### src/hdl/pvst_pkg.sv
// Package for the polygon vertex screen transform.
// Shared widths, register indexes, job record and the constant vertex table.
// No dependencies.
`timescale 1ns / 1ps
package pvst_pkg;

  localparam int MAX_SIDES_DEF  = 32;
  localparam int COORD_BITS_DEF = 16;

  localparam int ENT_W  = 16;   // Q4.11 matrix entry
  localparam int VTX_W  = 16;   // Q1.14 table coordinate
  localparam int PROD_W = 32;
  localparam int SUM_W  = 32;
  localparam int SIZE_W = 13;
  localparam int NUM_W  = SUM_W + SIZE_W + 1;
  localparam int DEN_W  = 32;
  localparam int CNT_W  = 6;
  localparam int IDX_W  = 5;
  localparam int TBL_W  = 6;
  localparam int CFG_IDX_W = 3;
  localparam int CFG_DAT_W = 64;

  localparam int FIFO_DEPTH = 4;  // power of two
  localparam int FIFO_PW    = $clog2(FIFO_DEPTH);
  localparam int FIFO_CW    = $clog2(FIFO_DEPTH + 1);

  localparam logic [CFG_IDX_W-1:0] REG_ROW0   = 3'd0;
  localparam logic [CFG_IDX_W-1:0] REG_ROW1   = 3'd1;
  localparam logic [CFG_IDX_W-1:0] REG_ROW2   = 3'd2;
  localparam logic [CFG_IDX_W-1:0] REG_ROW3   = 3'd3;
  localparam logic [CFG_IDX_W-1:0] REG_WIDTH  = 3'd4;
  localparam logic [CFG_IDX_W-1:0] REG_HEIGHT = 3'd5;

  localparam logic [SIZE_W-1:0] WIDTH_RST  = 13'd800;
  localparam logic [SIZE_W-1:0] HEIGHT_RST = 13'd600;

  typedef struct packed {
    logic [CFG_DAT_W-1:0] row0;
    logic [CFG_DAT_W-1:0] row1;
    logic [CFG_DAT_W-1:0] row3;
    logic [SIZE_W-1:0]    width;
    logic [SIZE_W-1:0]    height;
  } cfg_t;

  typedef struct packed {
    logic signed [NUM_W-1:0] num_x;
    logic signed [NUM_W-1:0] num_y;
    logic signed [DEN_W-1:0] den;
    logic                    w_zero;
    logic [IDX_W-1:0]        idx;
    logic                    last;
  } vtx_job_t;

  function automatic logic [TBL_W-1:0] shape_base(input logic [1:0] s);
    logic [TBL_W-1:0] b;
    unique case (s)
      2'd0: b = 6'd0;
      2'd1: b = 6'd3;
      2'd2: b = 6'd7;
      default: b = 6'd12;
    endcase
    return b;
  endfunction

  function automatic logic [CNT_W-1:0] shape_count(input logic [1:0] s);
    logic [CNT_W-1:0] n;
    unique case (s)
      2'd0: n = 6'd3;
      2'd1: n = 6'd4;
      2'd2: n = 6'd5;
      default: n = 6'd32;
    endcase
    return n;
  endfunction

  function automatic logic [2*VTX_W-1:0] pk(input int x, input int y);
    return {x[VTX_W-1:0], y[VTX_W-1:0]};
  endfunction

  // {x, y} in Q1.14
  function automatic logic [2*VTX_W-1:0] vertex_lut(input logic [TBL_W-1:0] i);
    logic [2*VTX_W-1:0] v;
    unique case (i)
      6'd0:  v = pk(0, 8192);
      6'd1:  v = pk(-7094, -4096);
      6'd2:  v = pk(7094, -4096);
      6'd3:  v = pk(8192, 8192);
      6'd4:  v = pk(-8192, 8192);
      6'd5:  v = pk(-8192, -8192);
      6'd6:  v = pk(8192, -8192);
      6'd7:  v = pk(0, 8192);
      6'd8:  v = pk(-7791, 2531);
      6'd9:  v = pk(-4815, -6627);
      6'd10: v = pk(4815, -6627);
      6'd11: v = pk(7791, 2531);
      6'd12: v = pk(0, 8192);
      6'd13: v = pk(-1598, 8035);
      6'd14: v = pk(-3135, 7568);
      6'd15: v = pk(-4551, 6811);
      6'd16: v = pk(-5793, 5793);
      6'd17: v = pk(-6811, 4551);
      6'd18: v = pk(-7568, 3135);
      6'd19: v = pk(-8035, 1598);
      6'd20: v = pk(-8192, 0);
      6'd21: v = pk(-8035, -1598);
      6'd22: v = pk(-7568, -3135);
      6'd23: v = pk(-6811, -4551);
      6'd24: v = pk(-5793, -5793);
      6'd25: v = pk(-4551, -6811);
      6'd26: v = pk(-3135, -7568);
      6'd27: v = pk(-1598, -8035);
      6'd28: v = pk(0, -8192);
      6'd29: v = pk(1598, -8035);
      6'd30: v = pk(3135, -7568);
      6'd31: v = pk(4551, -6811);
      6'd32: v = pk(5793, -5793);
      6'd33: v = pk(6811, -4551);
      6'd34: v = pk(7568, -3135);
      6'd35: v = pk(8035, -1598);
      6'd36: v = pk(8192, 0);
      6'd37: v = pk(8035, 1598);
      6'd38: v = pk(7568, 3135);
      6'd39: v = pk(6811, 4551);
      6'd40: v = pk(5793, 5793);
      6'd41: v = pk(4551, 6811);
      6'd42: v = pk(3135, 7568);
      6'd43: v = pk(1598, 8035);
      default: v = '0;
    endcase
    return v;
  endfunction

endpackage

### src/hdl/pvst_fifo.sv
// Short job queue between the front end and the divide back end.
// Depends on pvst_pkg (job record, depth).
`timescale 1ns / 1ps
module pvst_fifo import pvst_pkg::*; (
  input  logic               clk_i,
  input  logic               rst_ni,
  input  logic               push_i,
  input  vtx_job_t           data_i,
  input  logic               pop_i,
  output vtx_job_t           data_o,
  output logic               empty_o,
  output logic [FIFO_CW-1:0] count_o
);

  vtx_job_t             mem_q [FIFO_DEPTH];
  logic [FIFO_PW-1:0]   wr_q, rd_q;
  logic [FIFO_CW-1:0]   cnt_q;

  always_ff @(posedge clk_i or negedge rst_ni) begin
    if (!rst_ni) begin
      wr_q  <= '0;
      rd_q  <= '0;
      cnt_q <= '0;
    end else begin
      if (push_i) wr_q <= wr_q + 1'b1;
      if (pop_i)  rd_q <= rd_q + 1'b1;
      cnt_q <= cnt_q + FIFO_CW'(push_i) - FIFO_CW'(pop_i);
    end
  end

  always_ff @(posedge clk_i) begin
    if (push_i) mem_q[wr_q] <= data_i;
  end

  assign data_o  = mem_q[rd_q];
  assign empty_o = (cnt_q == '0);
  assign count_o = cnt_q;

endmodule

### config.mk
export PLATFORM = sky130hd
export DESIGN_NAME = pvst_fifo
export DESIGN_NICKNAME = d
export VERILOG_FILES = /design/src/hdl/pvst_pkg.sv /design/src/hdl/pvst_fifo.sv
export SDC_FILE = /design/constraint.sdc
export NUM_CORES = 1
export LEC_CHECK = 0
export BUFFER_PORTS_ARGS = -buffer_cell sky130_fd_sc_hd__buf_2
export CORE_ASPECT_RATIO = 0.5
export CORE_MARGIN = 2
export CORE_UTILIZATION = 50
export CTS_CLUSTER_SIZE = 20
export DETAILED_ROUTE_END_ITERATION = 7
export GPL_TIMING_DRIVEN = 1
export PLACE_DENSITY = 0.76
export SKIP_CTS_REPAIR_TIMING = 1
export SLEW_MARGIN = 20
export SYNTH_ARGS = -nofsm -noshare
export SYNTH_HDL_FRONTEND = slang
export SYNTH_SLANG_ARGS = --single-unit
### constraint.sdc
create_clock -name clk_i -period 4.85 [get_ports clk_i]
set_clock_uncertainty 0.1 [all_clocks]
set_input_delay 1.455 -clock clk_i [delete_from_list [all_inputs] [get_ports clk_i]]
set_output_delay 1.455 -clock clk_i [all_outputs]
set_load 0.02 [all_outputs]
==> key figures <==
Floorplan
  • Area of the core: 0.03766 sq mm
  • Die ar.: 0.04022 sq mm
  • Starting density of the core: 51.16%
  • DIE WIDTH: 281.6 um
  • Ports: 270
  • Chip height: around 140 um
  • Std cell rows: 50

STA
  • Max-slew violation count: 0
  • Final Cycle Share: 87.99%
  • RSZ-0062 raised after global routing: no
  • # setup viols final: 0
  • Hold Vio Cnt, Final: 0
  • Minimum clock period: 4.268 ns
  • Worst-Margin Slew: about 0.97 ns
  • Post-route setup TNS: 0 ns
  • FMAX: 234.3 MHz
  • Rel. slew slack: 35.49%

Critical path
  • Crit-path max FO: 40
  • R2r worst-path depth: 4
  • Critical Path End Type: primary output
  • Startpoint types: flop
  • Crit Path Category: flop to primary output
  • Critical Path RT: 3.29 ns
  • CP arrival: about 2.7 ns

Clocking
  • Worst-Skew Late Latency: 0.55 ns
  • Root Driver: clkbuf_16
  • H-Tree Depth: 2
  • TritonCTS clock tree: yes
  • Reg clk slew, reported paths: 0.07 ns
  • Num CTS Buffers: 45
  • Maximum clock path buffer count: 3
  • Clock sinks: approximately 530

Hold path
  • Worst Hold Class: flop to flop
  • WHS Path Cells: 1

Routing
  • Drt first pass iters: 4
  • Remaining antenna violation count after routing: 0
  • Post-Route WL: 37200 um
  • Vias per cell: between 5 and 6
  • DR WL/cell: 23.61 um
  • # DRC: 0
  • Vias: 8501
  • Drt initial violations: 591

Final layout
  • Final instance area: 0.02279 sq mm
  • Most frequent cells in the layout: 524 x edfxtp_1, 269 x buf_2, 131 x mux4_2
  • Layout cells sized above 1: a little under half
  • Layout area overhead: 18.28%
  • Final net count: 1161
  • Fill count: 2594
  • Most common cell after layout, fill and taps aside: edfxtp_1

Synth
  • Synthesized area: 0.01927 sq mm
  • Register bit total from synthesis: ~530
  • Synth unique cells: 16
  • Top-area cell type share of the netlist area: 81.66%
  • Post-Synthesis Cells: 718
  • Post-synthesis sequential area ratio: ~83%
  • Area leader, netlist: edfxtp_1
  • Syn Area/Cell: approximately 27 sq um
  • Area contributors post-synth: edfxtp_1 82%, mux4_2 15%, dfrtp_1 0.91%
  • Post-Syn Nets: 860
  • Yosys warning count: 0

Placed design
  • Placed cell area: 0.02134 sq mm
  • Port Buffers: 269
  • Detail Placement HPWL: between 20000 and 25000 um
  • Routability cong.: 0.7275

Pwr
  • Pwr Density: about 630 mW/mm^2
  • Worst VDD drop: 0.3731 mV
  • Static Leak: 7.734 nW

Global routing
  • Tot GR Track Use: 18.39%
  • Grt ovf: 0
  • Vias in the first global route: 8972
  • Initial antenna violation count: 4
  • First-pass GRT wire length: 54610 um
  • Pin count of the biggest net entering global routing: 70

Run
  • Max Cap Viol: 0

Outcome
  • Status: complete, no violations
## stage by stage
stage	setup WS [ns]	utilization, %	hold WS (ns)	std cells	total power (W)
floorplan	1.227	-	0.3936	718	0.009479
global placement	1.129	56.67	0.4075	1492	0.01092
detailed placement	1.118	56.67	0.4201	1492	0.01103
CTS	0.5045	60.50	0.4322	1573	0.01459
global route	0.3971	60.51	0.4615	1576	0.01497
finish	0.5824	60.51	0.4306	1576	0.01441
## state kept, by name (all words and copies together), names as in the netlist
register and flops:
wr_q 2, mem_q 524, rd_q 2, count_o 3
## power breakdown
group | internal [W] | total, W | switching (W)
clock | 0.00199 | 0.00355 | 0.00157
combinational | 0.00185 | 0.00455 | 0.00271
sequential | 0.00600 | 0.00630 | 0.000298
total | 0.00983 | 0.0144 | 0.00457
## cell type report
type / instances / area [sq um] / area share, %
multi-input combinational: 151 / 3142 / 13.79
clock inverter: 26 / 235.2 / 1.032
antenna: 3 / 7.507 / 0.03294
inverter: 6 / 22.52 / 0.09882
sequential: 531 / 15920 / 69.84
tap: 520 / 650.6 / 2.855
clock buffer: 55 / 1206 / 5.292
timing repair buffer: 284 / 1609 / 7.060
## worst max-delay path, stage by stage, from the launching register on
cell,delay [ns]
dfrtp_4,0.98
buf_12,0.36
mux4_2,0.55
buf_2,0.18
## cell families after synthesis
logic type	synth area share [%]
AOI/OAI and AO/OA	0.02595
xor gates and xnor gates	0.2273
adders and majority gates	0.4935
buffers and inverters	1.175
DFF	82.57
muxes	15.31
and+or+nand+nor	0.1948
## final timing paths
| path | slack (ns) | endpoint | startpoint |
|---|---|---|---|
| setup / recovery | 0.58 | data_o[19] | rd_q[0] |
| hold / removal | 0.43 | wr_q[0] | wr_q[0] |
| setup reg to reg | 2.61 | mem_q[2][83] | wr_q[0] |
| hold reg to reg | 0.43 | wr_q[0] | wr_q[0] |
| max in group asynchronous | 3.84 | rd_q[0] | rst_ni |
| min in group asynchronous | 0.63 | count_o[1] | rst_ni |
## cells in the mapped netlist
| cell | n |
|---|---|
| fa_1 | 1 |
| edfxtp_1 | 524 |
| xnor2_1 | 3 |
| dfrtp_1 | 7 |
| nand2_1 | 2 |
| buf_4 | 1 |
| inv_1 | 6 |
| o21ai_0 | 1 |
| nor3_1 | 1 |
| and2_1 | 4 |
| clkbuf_1 | 4 |
| ha_1 | 6 |
| mux4_2 | 131 |
| xor2_1 | 2 |
| buf_2 | 16 |
| buf_6 | 9 |
## layer usage
metal	track usage [%]	vias up	wire length, um
met3	3.370	55	1543
met4	5.039	2	767
met2	33.80	186	20530
met5	0	-	7
li1	-	3709	-
met1	22.58	4549	14360
No activity file was read; power rests on OpenSTA's default activity.
