`config.mk`:
```
export PLATFORM = sky130hd
export DESIGN_NAME = pvst_back
export DESIGN_NICKNAME = d
export VERILOG_FILES = /design/src/hdl/pvst_pkg.sv /design/src/hdl/pvst_div.sv /design/src/hdl/pvst_back.sv
export SDC_FILE = /design/constraint.sdc
export NUM_CORES = 1
export LEC_CHECK = 0
export BUFFER_PORTS_ARGS = -buffer_cell sky130_fd_sc_hd__buf_2
export CORE_ASPECT_RATIO = 2
export CORE_MARGIN = 2
export CORE_UTILIZATION = 56
export CTS_BUF_LIST = sky130_fd_sc_hd__clkbuf_16
export DETAILED_ROUTE_END_ITERATION = 16
export GPL_TIMING_DRIVEN = 0
export PLACE_DENSITY = 0.76
export SLEW_MARGIN = 20
export SYNTH_ARGS = -nofsm -noshare
export SYNTH_HDL_FRONTEND = slang
export SYNTH_HIERARCHICAL = 1
export SYNTH_SLANG_ARGS = --single-unit
```
`constraint.sdc`:
```
create_clock -name clk_i -period 3.9 [get_ports clk_i]
set_clock_uncertainty 0.15 [all_clocks]
set_input_delay 0.585 -clock clk_i [delete_from_list [all_inputs] [get_ports clk_i]]
set_output_delay 0.585 -clock clk_i [all_outputs]
set_load 0.005 [all_outputs]
```
`src/hdl/pvst_pkg.sv`:
```
// Package for the polygon vertex screen transform.
// Shared widths, register indexes, job record and the constant vertex table.
// No dependencies.
`timescale 1ns / 1ps
package pvst_pkg;

  localparam int MAX_SIDES_DEF  = 32;
  localparam int COORD_BITS_DEF = 16;

  localparam int ENT_W  = 16;   // Q4.11 matrix entry
  localparam int VTX_W  = 16;   // Q1.14 table coordinate
  localparam int PROD_W = 32;
  localparam int SUM_W  = 32;
  localparam int SIZE_W = 13;
  localparam int NUM_W  = SUM_W + SIZE_W + 1;
  localparam int DEN_W  = 32;
  localparam int CNT_W  = 6;
  localparam int IDX_W  = 5;
  localparam int TBL_W  = 6;
  localparam int CFG_IDX_W = 3;
  localparam int CFG_DAT_W = 64;

  localparam int FIFO_DEPTH = 4;  // power of two
  localparam int FIFO_PW    = $clog2(FIFO_DEPTH);
  localparam int FIFO_CW    = $clog2(FIFO_DEPTH + 1);

  localparam logic [CFG_IDX_W-1:0] REG_ROW0   = 3'd0;
  localparam logic [CFG_IDX_W-1:0] REG_ROW1   = 3'd1;
  localparam logic [CFG_IDX_W-1:0] REG_ROW2   = 3'd2;
  localparam logic [CFG_IDX_W-1:0] REG_ROW3   = 3'd3;
  localparam logic [CFG_IDX_W-1:0] REG_WIDTH  = 3'd4;
  localparam logic [CFG_IDX_W-1:0] REG_HEIGHT = 3'd5;

  localparam logic [SIZE_W-1:0] WIDTH_RST  = 13'd800;
  localparam logic [SIZE_W-1:0] HEIGHT_RST = 13'd600;

  typedef struct packed {
    logic [CFG_DAT_W-1:0] row0;
    logic [CFG_DAT_W-1:0] row1;
    logic [CFG_DAT_W-1:0] row3;
    logic [SIZE_W-1:0]    width;
    logic [SIZE_W-1:0]    height;
  } cfg_t;

  typedef struct packed {
    logic signed [NUM_W-1:0] num_x;
    logic signed [NUM_W-1:0] num_y;
    logic signed [DEN_W-1:0] den;
    logic                    w_zero;
    logic [IDX_W-1:0]        idx;
    logic                    last;
  } vtx_job_t;

  function automatic logic [TBL_W-1:0] shape_base(input logic [1:0] s);
    logic [TBL_W-1:0] b;
    unique case (s)
      2'd0: b = 6'd0;
      2'd1: b = 6'd3;
      2'd2: b = 6'd7;
      default: b = 6'd12;
    endcase
    return b;
  endfunction

  function automatic logic [CNT_W-1:0] shape_count(input logic [1:0] s);
    logic [CNT_W-1:0] n;
    unique case (s)
      2'd0: n = 6'd3;
      2'd1: n = 6'd4;
      2'd2: n = 6'd5;
      default: n = 6'd32;
    endcase
    return n;
  endfunction

  function automatic logic [2*VTX_W-1:0] pk(input int x, input int y);
    return {x[VTX_W-1:0], y[VTX_W-1:0]};
  endfunction

  // {x, y} in Q1.14
  function automatic logic [2*VTX_W-1:0] vertex_lut(input logic [TBL_W-1:0] i);
    logic [2*VTX_W-1:0] v;
    unique case (i)
      6'd0:  v = pk(0, 8192);
      6'd1:  v = pk(-7094, -4096);
      6'd2:  v = pk(7094, -4096);
      6'd3:  v = pk(8192, 8192);
      6'd4:  v = pk(-8192, 8192);
      6'd5:  v = pk(-8192, -8192);
      6'd6:  v = pk(8192, -8192);
      6'd7:  v = pk(0, 8192);
      6'd8:  v = pk(-7791, 2531);
      6'd9:  v = pk(-4815, -6627);
      6'd10: v = pk(4815, -6627);
      6'd11: v = pk(7791, 2531);
      6'd12: v = pk(0, 8192);
      6'd13: v = pk(-1598, 8035);
      6'd14: v = pk(-3135, 7568);
      6'd15: v = pk(-4551, 6811);
      6'd16: v = pk(-5793, 5793);
      6'd17: v = pk(-6811, 4551);
      6'd18: v = pk(-7568, 3135);
      6'd19: v = pk(-8035, 1598);
      6'd20: v = pk(-8192, 0);
      6'd21: v = pk(-8035, -1598);
      6'd22: v = pk(-7568, -3135);
      6'd23: v = pk(-6811, -4551);
      6'd24: v = pk(-5793, -5793);
      6'd25: v = pk(-4551, -6811);
      6'd26: v = pk(-3135, -7568);
      6'd27: v = pk(-1598, -8035);
      6'd28: v = pk(0, -8192);
      6'd29: v = pk(1598, -8035);
      6'd30: v = pk(3135, -7568);
      6'd31: v = pk(4551, -6811);
      6'd32: v = pk(5793, -5793);
      6'd33: v = pk(6811, -4551);
      6'd34: v = pk(7568, -3135);
      6'd35: v = pk(8035, -1598);
      6'd36: v = pk(8192, 0);
      6'd37: v = pk(8035, 1598);
      6'd38: v = pk(7568, 3135);
      6'd39: v = pk(6811, 4551);
      6'd40: v = pk(5793, 5793);
      6'd41: v = pk(4551, 6811);
      6'd42: v = pk(3135, 7568);
      6'd43: v = pk(1598, 8035);
      default: v = '0;
    endcase
    return v;
  endfunction

endpackage

```
`src/hdl/pvst_div.sv`:
```
// Bit-serial signed divider, one quotient bit per cycle, truncating toward zero.
// Clamps the quotient to COORD_BITS signed. Depends on pvst_pkg.
`timescale 1ns / 1ps
module pvst_div import pvst_pkg::*; #(
  parameter int COORD_BITS = COORD_BITS_DEF
) (
  input  logic                    clk_i,
  input  logic                    rst_ni,
  input  logic                    start_i,
  input  logic signed [NUM_W-1:0] num_i,
  input  logic signed [DEN_W-1:0] den_i,
  output logic                    done_o,
  output logic [COORD_BITS-1:0]   q_o,
  output logic                    sat_o
);

  localparam int C  = COORD_BITS;
  localparam int RW = (NUM_W > DEN_W + C) ? NUM_W : DEN_W + C;
  localparam int CW = $clog2(C + 1);
  localparam logic [C-1:0] Q_MAX = {1'b0, {(C-1){1'b1}}};
  localparam logic [C-1:0] Q_MIN = {1'b1, {(C-1){1'b0}}};

  logic [NUM_W-1:0] nmag;
  logic [DEN_W-1:0] dmag;
  logic [RW-1:0]    rem_q, dsh_q;
  logic [C-1:0]     qm_q;
  logic [CW-1:0]    cnt_q;
  logic             neg_q, ovf_q, done_q, ge;

  assign nmag = num_i[NUM_W-1] ? NUM_W'(-num_i) : NUM_W'(num_i);
  assign dmag = den_i[DEN_W-1] ? DEN_W'(-den_i) : DEN_W'(den_i);
  assign ge   = rem_q >= dsh_q;

  always_ff @(posedge clk_i or negedge rst_ni) begin
    if (!rst_ni) begin
      cnt_q  <= '0;
      done_q <= 1'b0;
    end else begin
      done_q <= 1'b0;
      if (start_i) begin
        cnt_q <= CW'(C);
      end else if (cnt_q != '0) begin
        cnt_q  <= cnt_q - 1'b1;
        done_q <= (cnt_q == CW'(1));
      end
    end
  end

  always_ff @(posedge clk_i) begin
    if (start_i) begin
      rem_q <= RW'(nmag);
      dsh_q <= RW'(dmag) << (C - 1);
      qm_q  <= '0;
      neg_q <= num_i[NUM_W-1] ^ den_i[DEN_W-1];
      // quotient magnitude would need more than C bits
      ovf_q <= RW'(nmag) >= (RW'(dmag) << C);
    end else if (cnt_q != '0) begin
      if (ge) rem_q <= rem_q - dsh_q;
      qm_q  <= {qm_q[C-2:0], ge};
      dsh_q <= dsh_q >> 1;
    end
  end

  always_comb begin
    sat_o = ovf_q || (!neg_q && qm_q[C-1]) || (neg_q && (qm_q > Q_MIN));
    if (sat_o)      q_o = neg_q ? Q_MIN : Q_MAX;
    else if (neg_q) q_o = C'(-qm_q);
    else            q_o = qm_q;
  end

  assign done_o = done_q;

endmodule

```
`src/hdl/pvst_back.sv`:
```
// Back end: pops jobs, runs the x and y divides in parallel, registers results.
// Depends on pvst_pkg and pvst_div.
`timescale 1ns / 1ps
module pvst_back import pvst_pkg::*; #(
  parameter int COORD_BITS = COORD_BITS_DEF
) (
  input  logic                         clk_i,
  input  logic                         rst_ni,
  input  logic                         empty_i,
  input  vtx_job_t                     job_i,
  output logic                         pop_o,
  output logic                         busy_o,
  output logic                         valid_o,
  output logic signed [COORD_BITS-1:0] screen_x_o,
  output logic signed [COORD_BITS-1:0] screen_y_o,
  output logic [IDX_W-1:0]             vertex_number_o,
  output logic                         last_vertex_o,
  output logic                         saturated_o
);

  typedef enum logic {S_IDLE, S_RUN} state_e;

  state_e                 state_q;
  logic                   done_x, done_y, sat_x, sat_y;
  logic [COORD_BITS-1:0]  q_x, q_y;
  logic                   wz_q, last_q;
  logic [IDX_W-1:0]       idx_q;
  logic                   valid_q, lastv_q, sat_q;
  logic [COORD_BITS-1:0]  x_q, y_q;
  logic [IDX_W-1:0]       num_q;

  assign pop_o = (state_q == S_IDLE) && !empty_i;

  pvst_div #(.COORD_BITS(COORD_BITS)) u_div_x (
    .clk_i, .rst_ni, .start_i(pop_o), .num_i(job_i.num_x), .den_i(job_i.den),
    .done_o(done_x), .q_o(q_x), .sat_o(sat_x)
  );

  pvst_div #(.COORD_BITS(COORD_BITS)) u_div_y (
    .clk_i, .rst_ni, .start_i(pop_o), .num_i(job_i.num_y), .den_i(job_i.den),
    .done_o(done_y), .q_o(q_y), .sat_o(sat_y)
  );

  always_ff @(posedge clk_i or negedge rst_ni) begin
    if (!rst_ni) begin
      state_q <= S_IDLE;
      valid_q <= 1'b0;
      wz_q    <= 1'b0;
      last_q  <= 1'b0;
      idx_q   <= '0;
      lastv_q <= 1'b0;
      sat_q   <= 1'b0;
      x_q     <= '0;
      y_q     <= '0;
      num_q   <= '0;
    end else begin
      valid_q <= 1'b0;
      unique case (state_q)
        S_IDLE: begin
          if (pop_o) begin
            wz_q    <= job_i.w_zero;
            last_q  <= job_i.last;
            idx_q   <= job_i.idx;
            state_q <= S_RUN;
          end
        end
        S_RUN: begin
          if (done_x && done_y) begin
            valid_q <= 1'b1;
            x_q     <= wz_q ? '0 : q_x;
            y_q     <= wz_q ? '0 : q_y;
            sat_q   <= wz_q | sat_x | sat_y;
            num_q   <= idx_q;
            lastv_q <= last_q;
            state_q <= S_IDLE;
          end
        end
        default: state_q <= S_IDLE;
      endcase
    end
  end

  assign busy_o          = (state_q == S_RUN);
  assign valid_o         = valid_q;
  assign screen_x_o      = x_q;
  assign screen_y_o      = y_q;
  assign vertex_number_o = num_q;
  assign last_vertex_o   = lastv_q;
  assign saturated_o     = sat_q;

endmodule
```
==> metrics.txt <==
YS warnings=6; Worst EP required=4.20 ns; Slew @ Worst Pin=1.015 ns; Tcrit/Tclk final=116.1%; layout cell share with drive strength beyond 1=14.78%; crit path max fanout=4; relative slew slack=32.35%; Mean Syn Cell Area=8.311 um^2; design area=0.02655 mm^2; Die Height=291.8 um; routed vias=22,390; Worst EP arrival=4.83 ns; RSZ-0062 raised after global routing=true; Final Hold Fails=0; area delta synth->final=14.49%; Max-Cap Viols=0; io pins=176; Clock Pin Slew Worst Setup and Hold Paths=0.07 ns; Clock Tree Root=clkbuf_16; Worst R2R Path Depth=12; FF-to-FF End=u_div_y/rem_q[47]; clock tree buffer depth=3; gr usage total=37.49%; Power, Total=24.93 mW; setup ws final=-0.6266 ns; Port Buffers=174; Synth area leader=edfxtp_1; beginning of the worst register-to-register path=u_div_y/dsh_q[15]; Post-Route WL=82,790 um; Post-synth EDFFs=160; Setup Crit Path Kind=input port to flop; Routed Antenna Nets=0; initial antenna violation count=2; Die Width=147.9 um; H-Tree Depth=1; ys async rst share=20.98%; post-layout util=64.77%; mapped cell area=0.02319 mm^2; Hold Crit Class=input port to flop; Critical Path Start Type=input port; Die ar.=0.04315 mm^2; min Tclk post-route=4.527 ns; failing checks=setup timing; setup TNS=-1.025 ns; later-pin clock latency in the skew report=0.60 ns; commonest non-fill, non-tap cell in the layout=nand2_1; Site Rows=105; initial core utilization=56.57%; sequential area share after synthesis=32.89%; DRC Markers=0; clock sinks=286; most frequent cells in the layout=nand2_1 (352), a21oi_1 (302), o21ai_0 (212); Final Max Tran Viols=0; 1st-iter DRT viols=1,585; status=complete, but fails checks; Netlist cell types=95; Gate Count Post-Synth=2,790; PwrDens=939.2 mW/mm^2; WL/cell=23.11 um; gp weighted congestion=0.9804; Nets=3,327; maximum VDD drop=601.0 uV; routed vias/inst=6.250; largest net degree at the start of global routing=61; Max Clock Freq=220.9 MHz; number of CTS-inserted buffers=28; first-pass GRT wire length=125,000 um; Top FF cell, synth=edfxtp_1; # setup viols final=2; first-pass detailed-route iteration total=6; Placed Area=0.02489 mm^2; vias in the first global route=22,980; total leakage power=11.16 nW; top post-synthesis cells by area=edfxtp_1 (21%), ha_1 (8.8%), a21oi_1 (6.6%); total global routing overflow=0; CTS tree=done; CP Launch Point=job_i[86]; Yosys top cell area share=20.72%; Core Area=0.04099 mm^2; syn nets=3,090; R2R Setup Slk=0.02 ns; #FFs+latches synth=286; CP endpoint=u_div_x/ovf_q; HPWL Detailed=65,350 um; Critical Path End Type=flop
==> worst max-delay path, stage by stage <==
cell and delay [ns]:
buf_2 0.11, inv_1 0.08, ha_4 0.14, or4b_4 0.48, or3_4 0.39, buf_4 0.17, or3_4 0.41, o31ai_4 0.23
xnor2_2 0.13, ha_1 0.31, nand4_1 0.29, or4_1 0.57, nor3_2 0.11, nand4_1 0.14, nor4_2 0.17, a41o_1 0.25
o221a_2 0.24
==> where the power goes <==
part	switching, mW	leakage, nW	total [mW]	internal, mW
clock	1.26	0.448	2.61	1.35
combinational	9.86	7.67	15.9	6.00
sequential	0.900	3.05	6.46	5.56
==> cell type report <==
cell class / count / area [um^2]
Multi-Input combinational cell: 2213 / 15000
Fill cell: 3643 / 14440
Antenna cell: 2 / 5.005
Clock buffer: 29 / 725.7
Sequential cell: 286 / 7627
Buffer: 122 / 598.1
Tap cell: 535 / 669.4
Inverter: 163 / 611.8
Timing Repair Buffer: 213 / 1206
Clock inverter: 19 / 110.1
==> Yosys cell counts (all sizes together), types with 5 or more instances <==
cell type,instances
o31ai,49
mux2,49
buf,30
or4,27
a21oi,307
xnor2,115
edfxtp,160
o41ai,19
o21bai,24
nand4b,5
ha,164
nor2b,48
and3,9
nor2,182
nor3,54
or2,11
and4,5
a21boi,5
nand3,97
o31a,8
or3,43
a211oi,15
o21a,29
clkbuf,99
and2b,8
o211ai,6
o21ai,230
nor4,17
dfxtp,66
a21o,66
nand2b,24
xor2,113
nand2,358
a31oi,18
nand4,40
mux2i,10
inv,163
dfrtp,60
==> state kept, by name (all words and copies together), names as in the netlist, 5 cells and up <==
signal / flops
u_div_x/dsh_q: 47
u_div_x/cnt_q: 5
u_div_x/qm_q: 16
u_div_y/qm_q: 16
u_div_x/rem_q: 48
u_div_y/rem_q: 48
u_div_y/dsh_q: 47
idx_q: 5
screen_y_o: 16
screen_x_o: 16
u_div_y/cnt_q: 5
vertex_number_o: 5
==> cell families (layout without fill, tap and decap cells) <==
kind of cell / after synthesis / in the layout / share of synthesized area [%]
mux: 59 / 59 / 3.410
xor+xnor: 228 / 228 / 8.612
fa+ha+maj: 166 / 166 / 9.022
flops: 286 / 286 / 32.89
compound gates: 815 / 815 / 21.14
simple gates: 944 / 945 / 19.74
other cells: 0 / 2 / 0
buf+inv: 292 / 546 / 5.185
==> per-layer routing <==
| layer | part of all wire [%] | vias up | track usage [%] |
|---|---|---|---|
| met5 | 0 | - | 0 |
| met4 | 10 | 0 | 31.99 |
| met3 | 4.0 | 357 | 3.766 |
| met2 | 53 | 883 | 71.45 |
| met1 | 32 | 10670 | 34.74 |
| li1 | - | 10480 | - |
==> timing repair <==
item,4_1_cts,5_1_grt
buffers inserted,31,5
pin swaps,34,14
resized for setup,72,42
endpoints found under the setup margin,111,66
hold buffers,1,0
cloned,0,1
hold endpoints to repair,60,0
==> stage by stage <==
step	setup slack, ns	std cells	hold WS [ns]
final	-0.6266	3582	0.05766
after global placement	-2.062	3499	0.2960
after CTS	-0.5922	3581	0.01574
after global routing	-0.7106	3582	0.05375
after floorplan	-0.6220	2790	0.1394
after detailed placement	-1.877	3501	0.3025
==> worst min-delay path by stage <==
stage / from / endpoint / slack [ns] / depth (start not counted)
finish: empty_i / busy_o / 0.06 / 2
floorplan: rst_ni / busy_o / 0.14 / 0
detailed placement: u_div_y/dsh_q[0] / u_div_y/dsh_q[0] / 0.30 / 2
CTS: empty_i / busy_o / 0.02 / 2
global placement: u_div_x/dsh_q[0] / u_div_x/dsh_q[0] / 0.30 / 2
global route: empty_i / busy_o / 0.05 / 2
(Power assumes the default switching activity.)
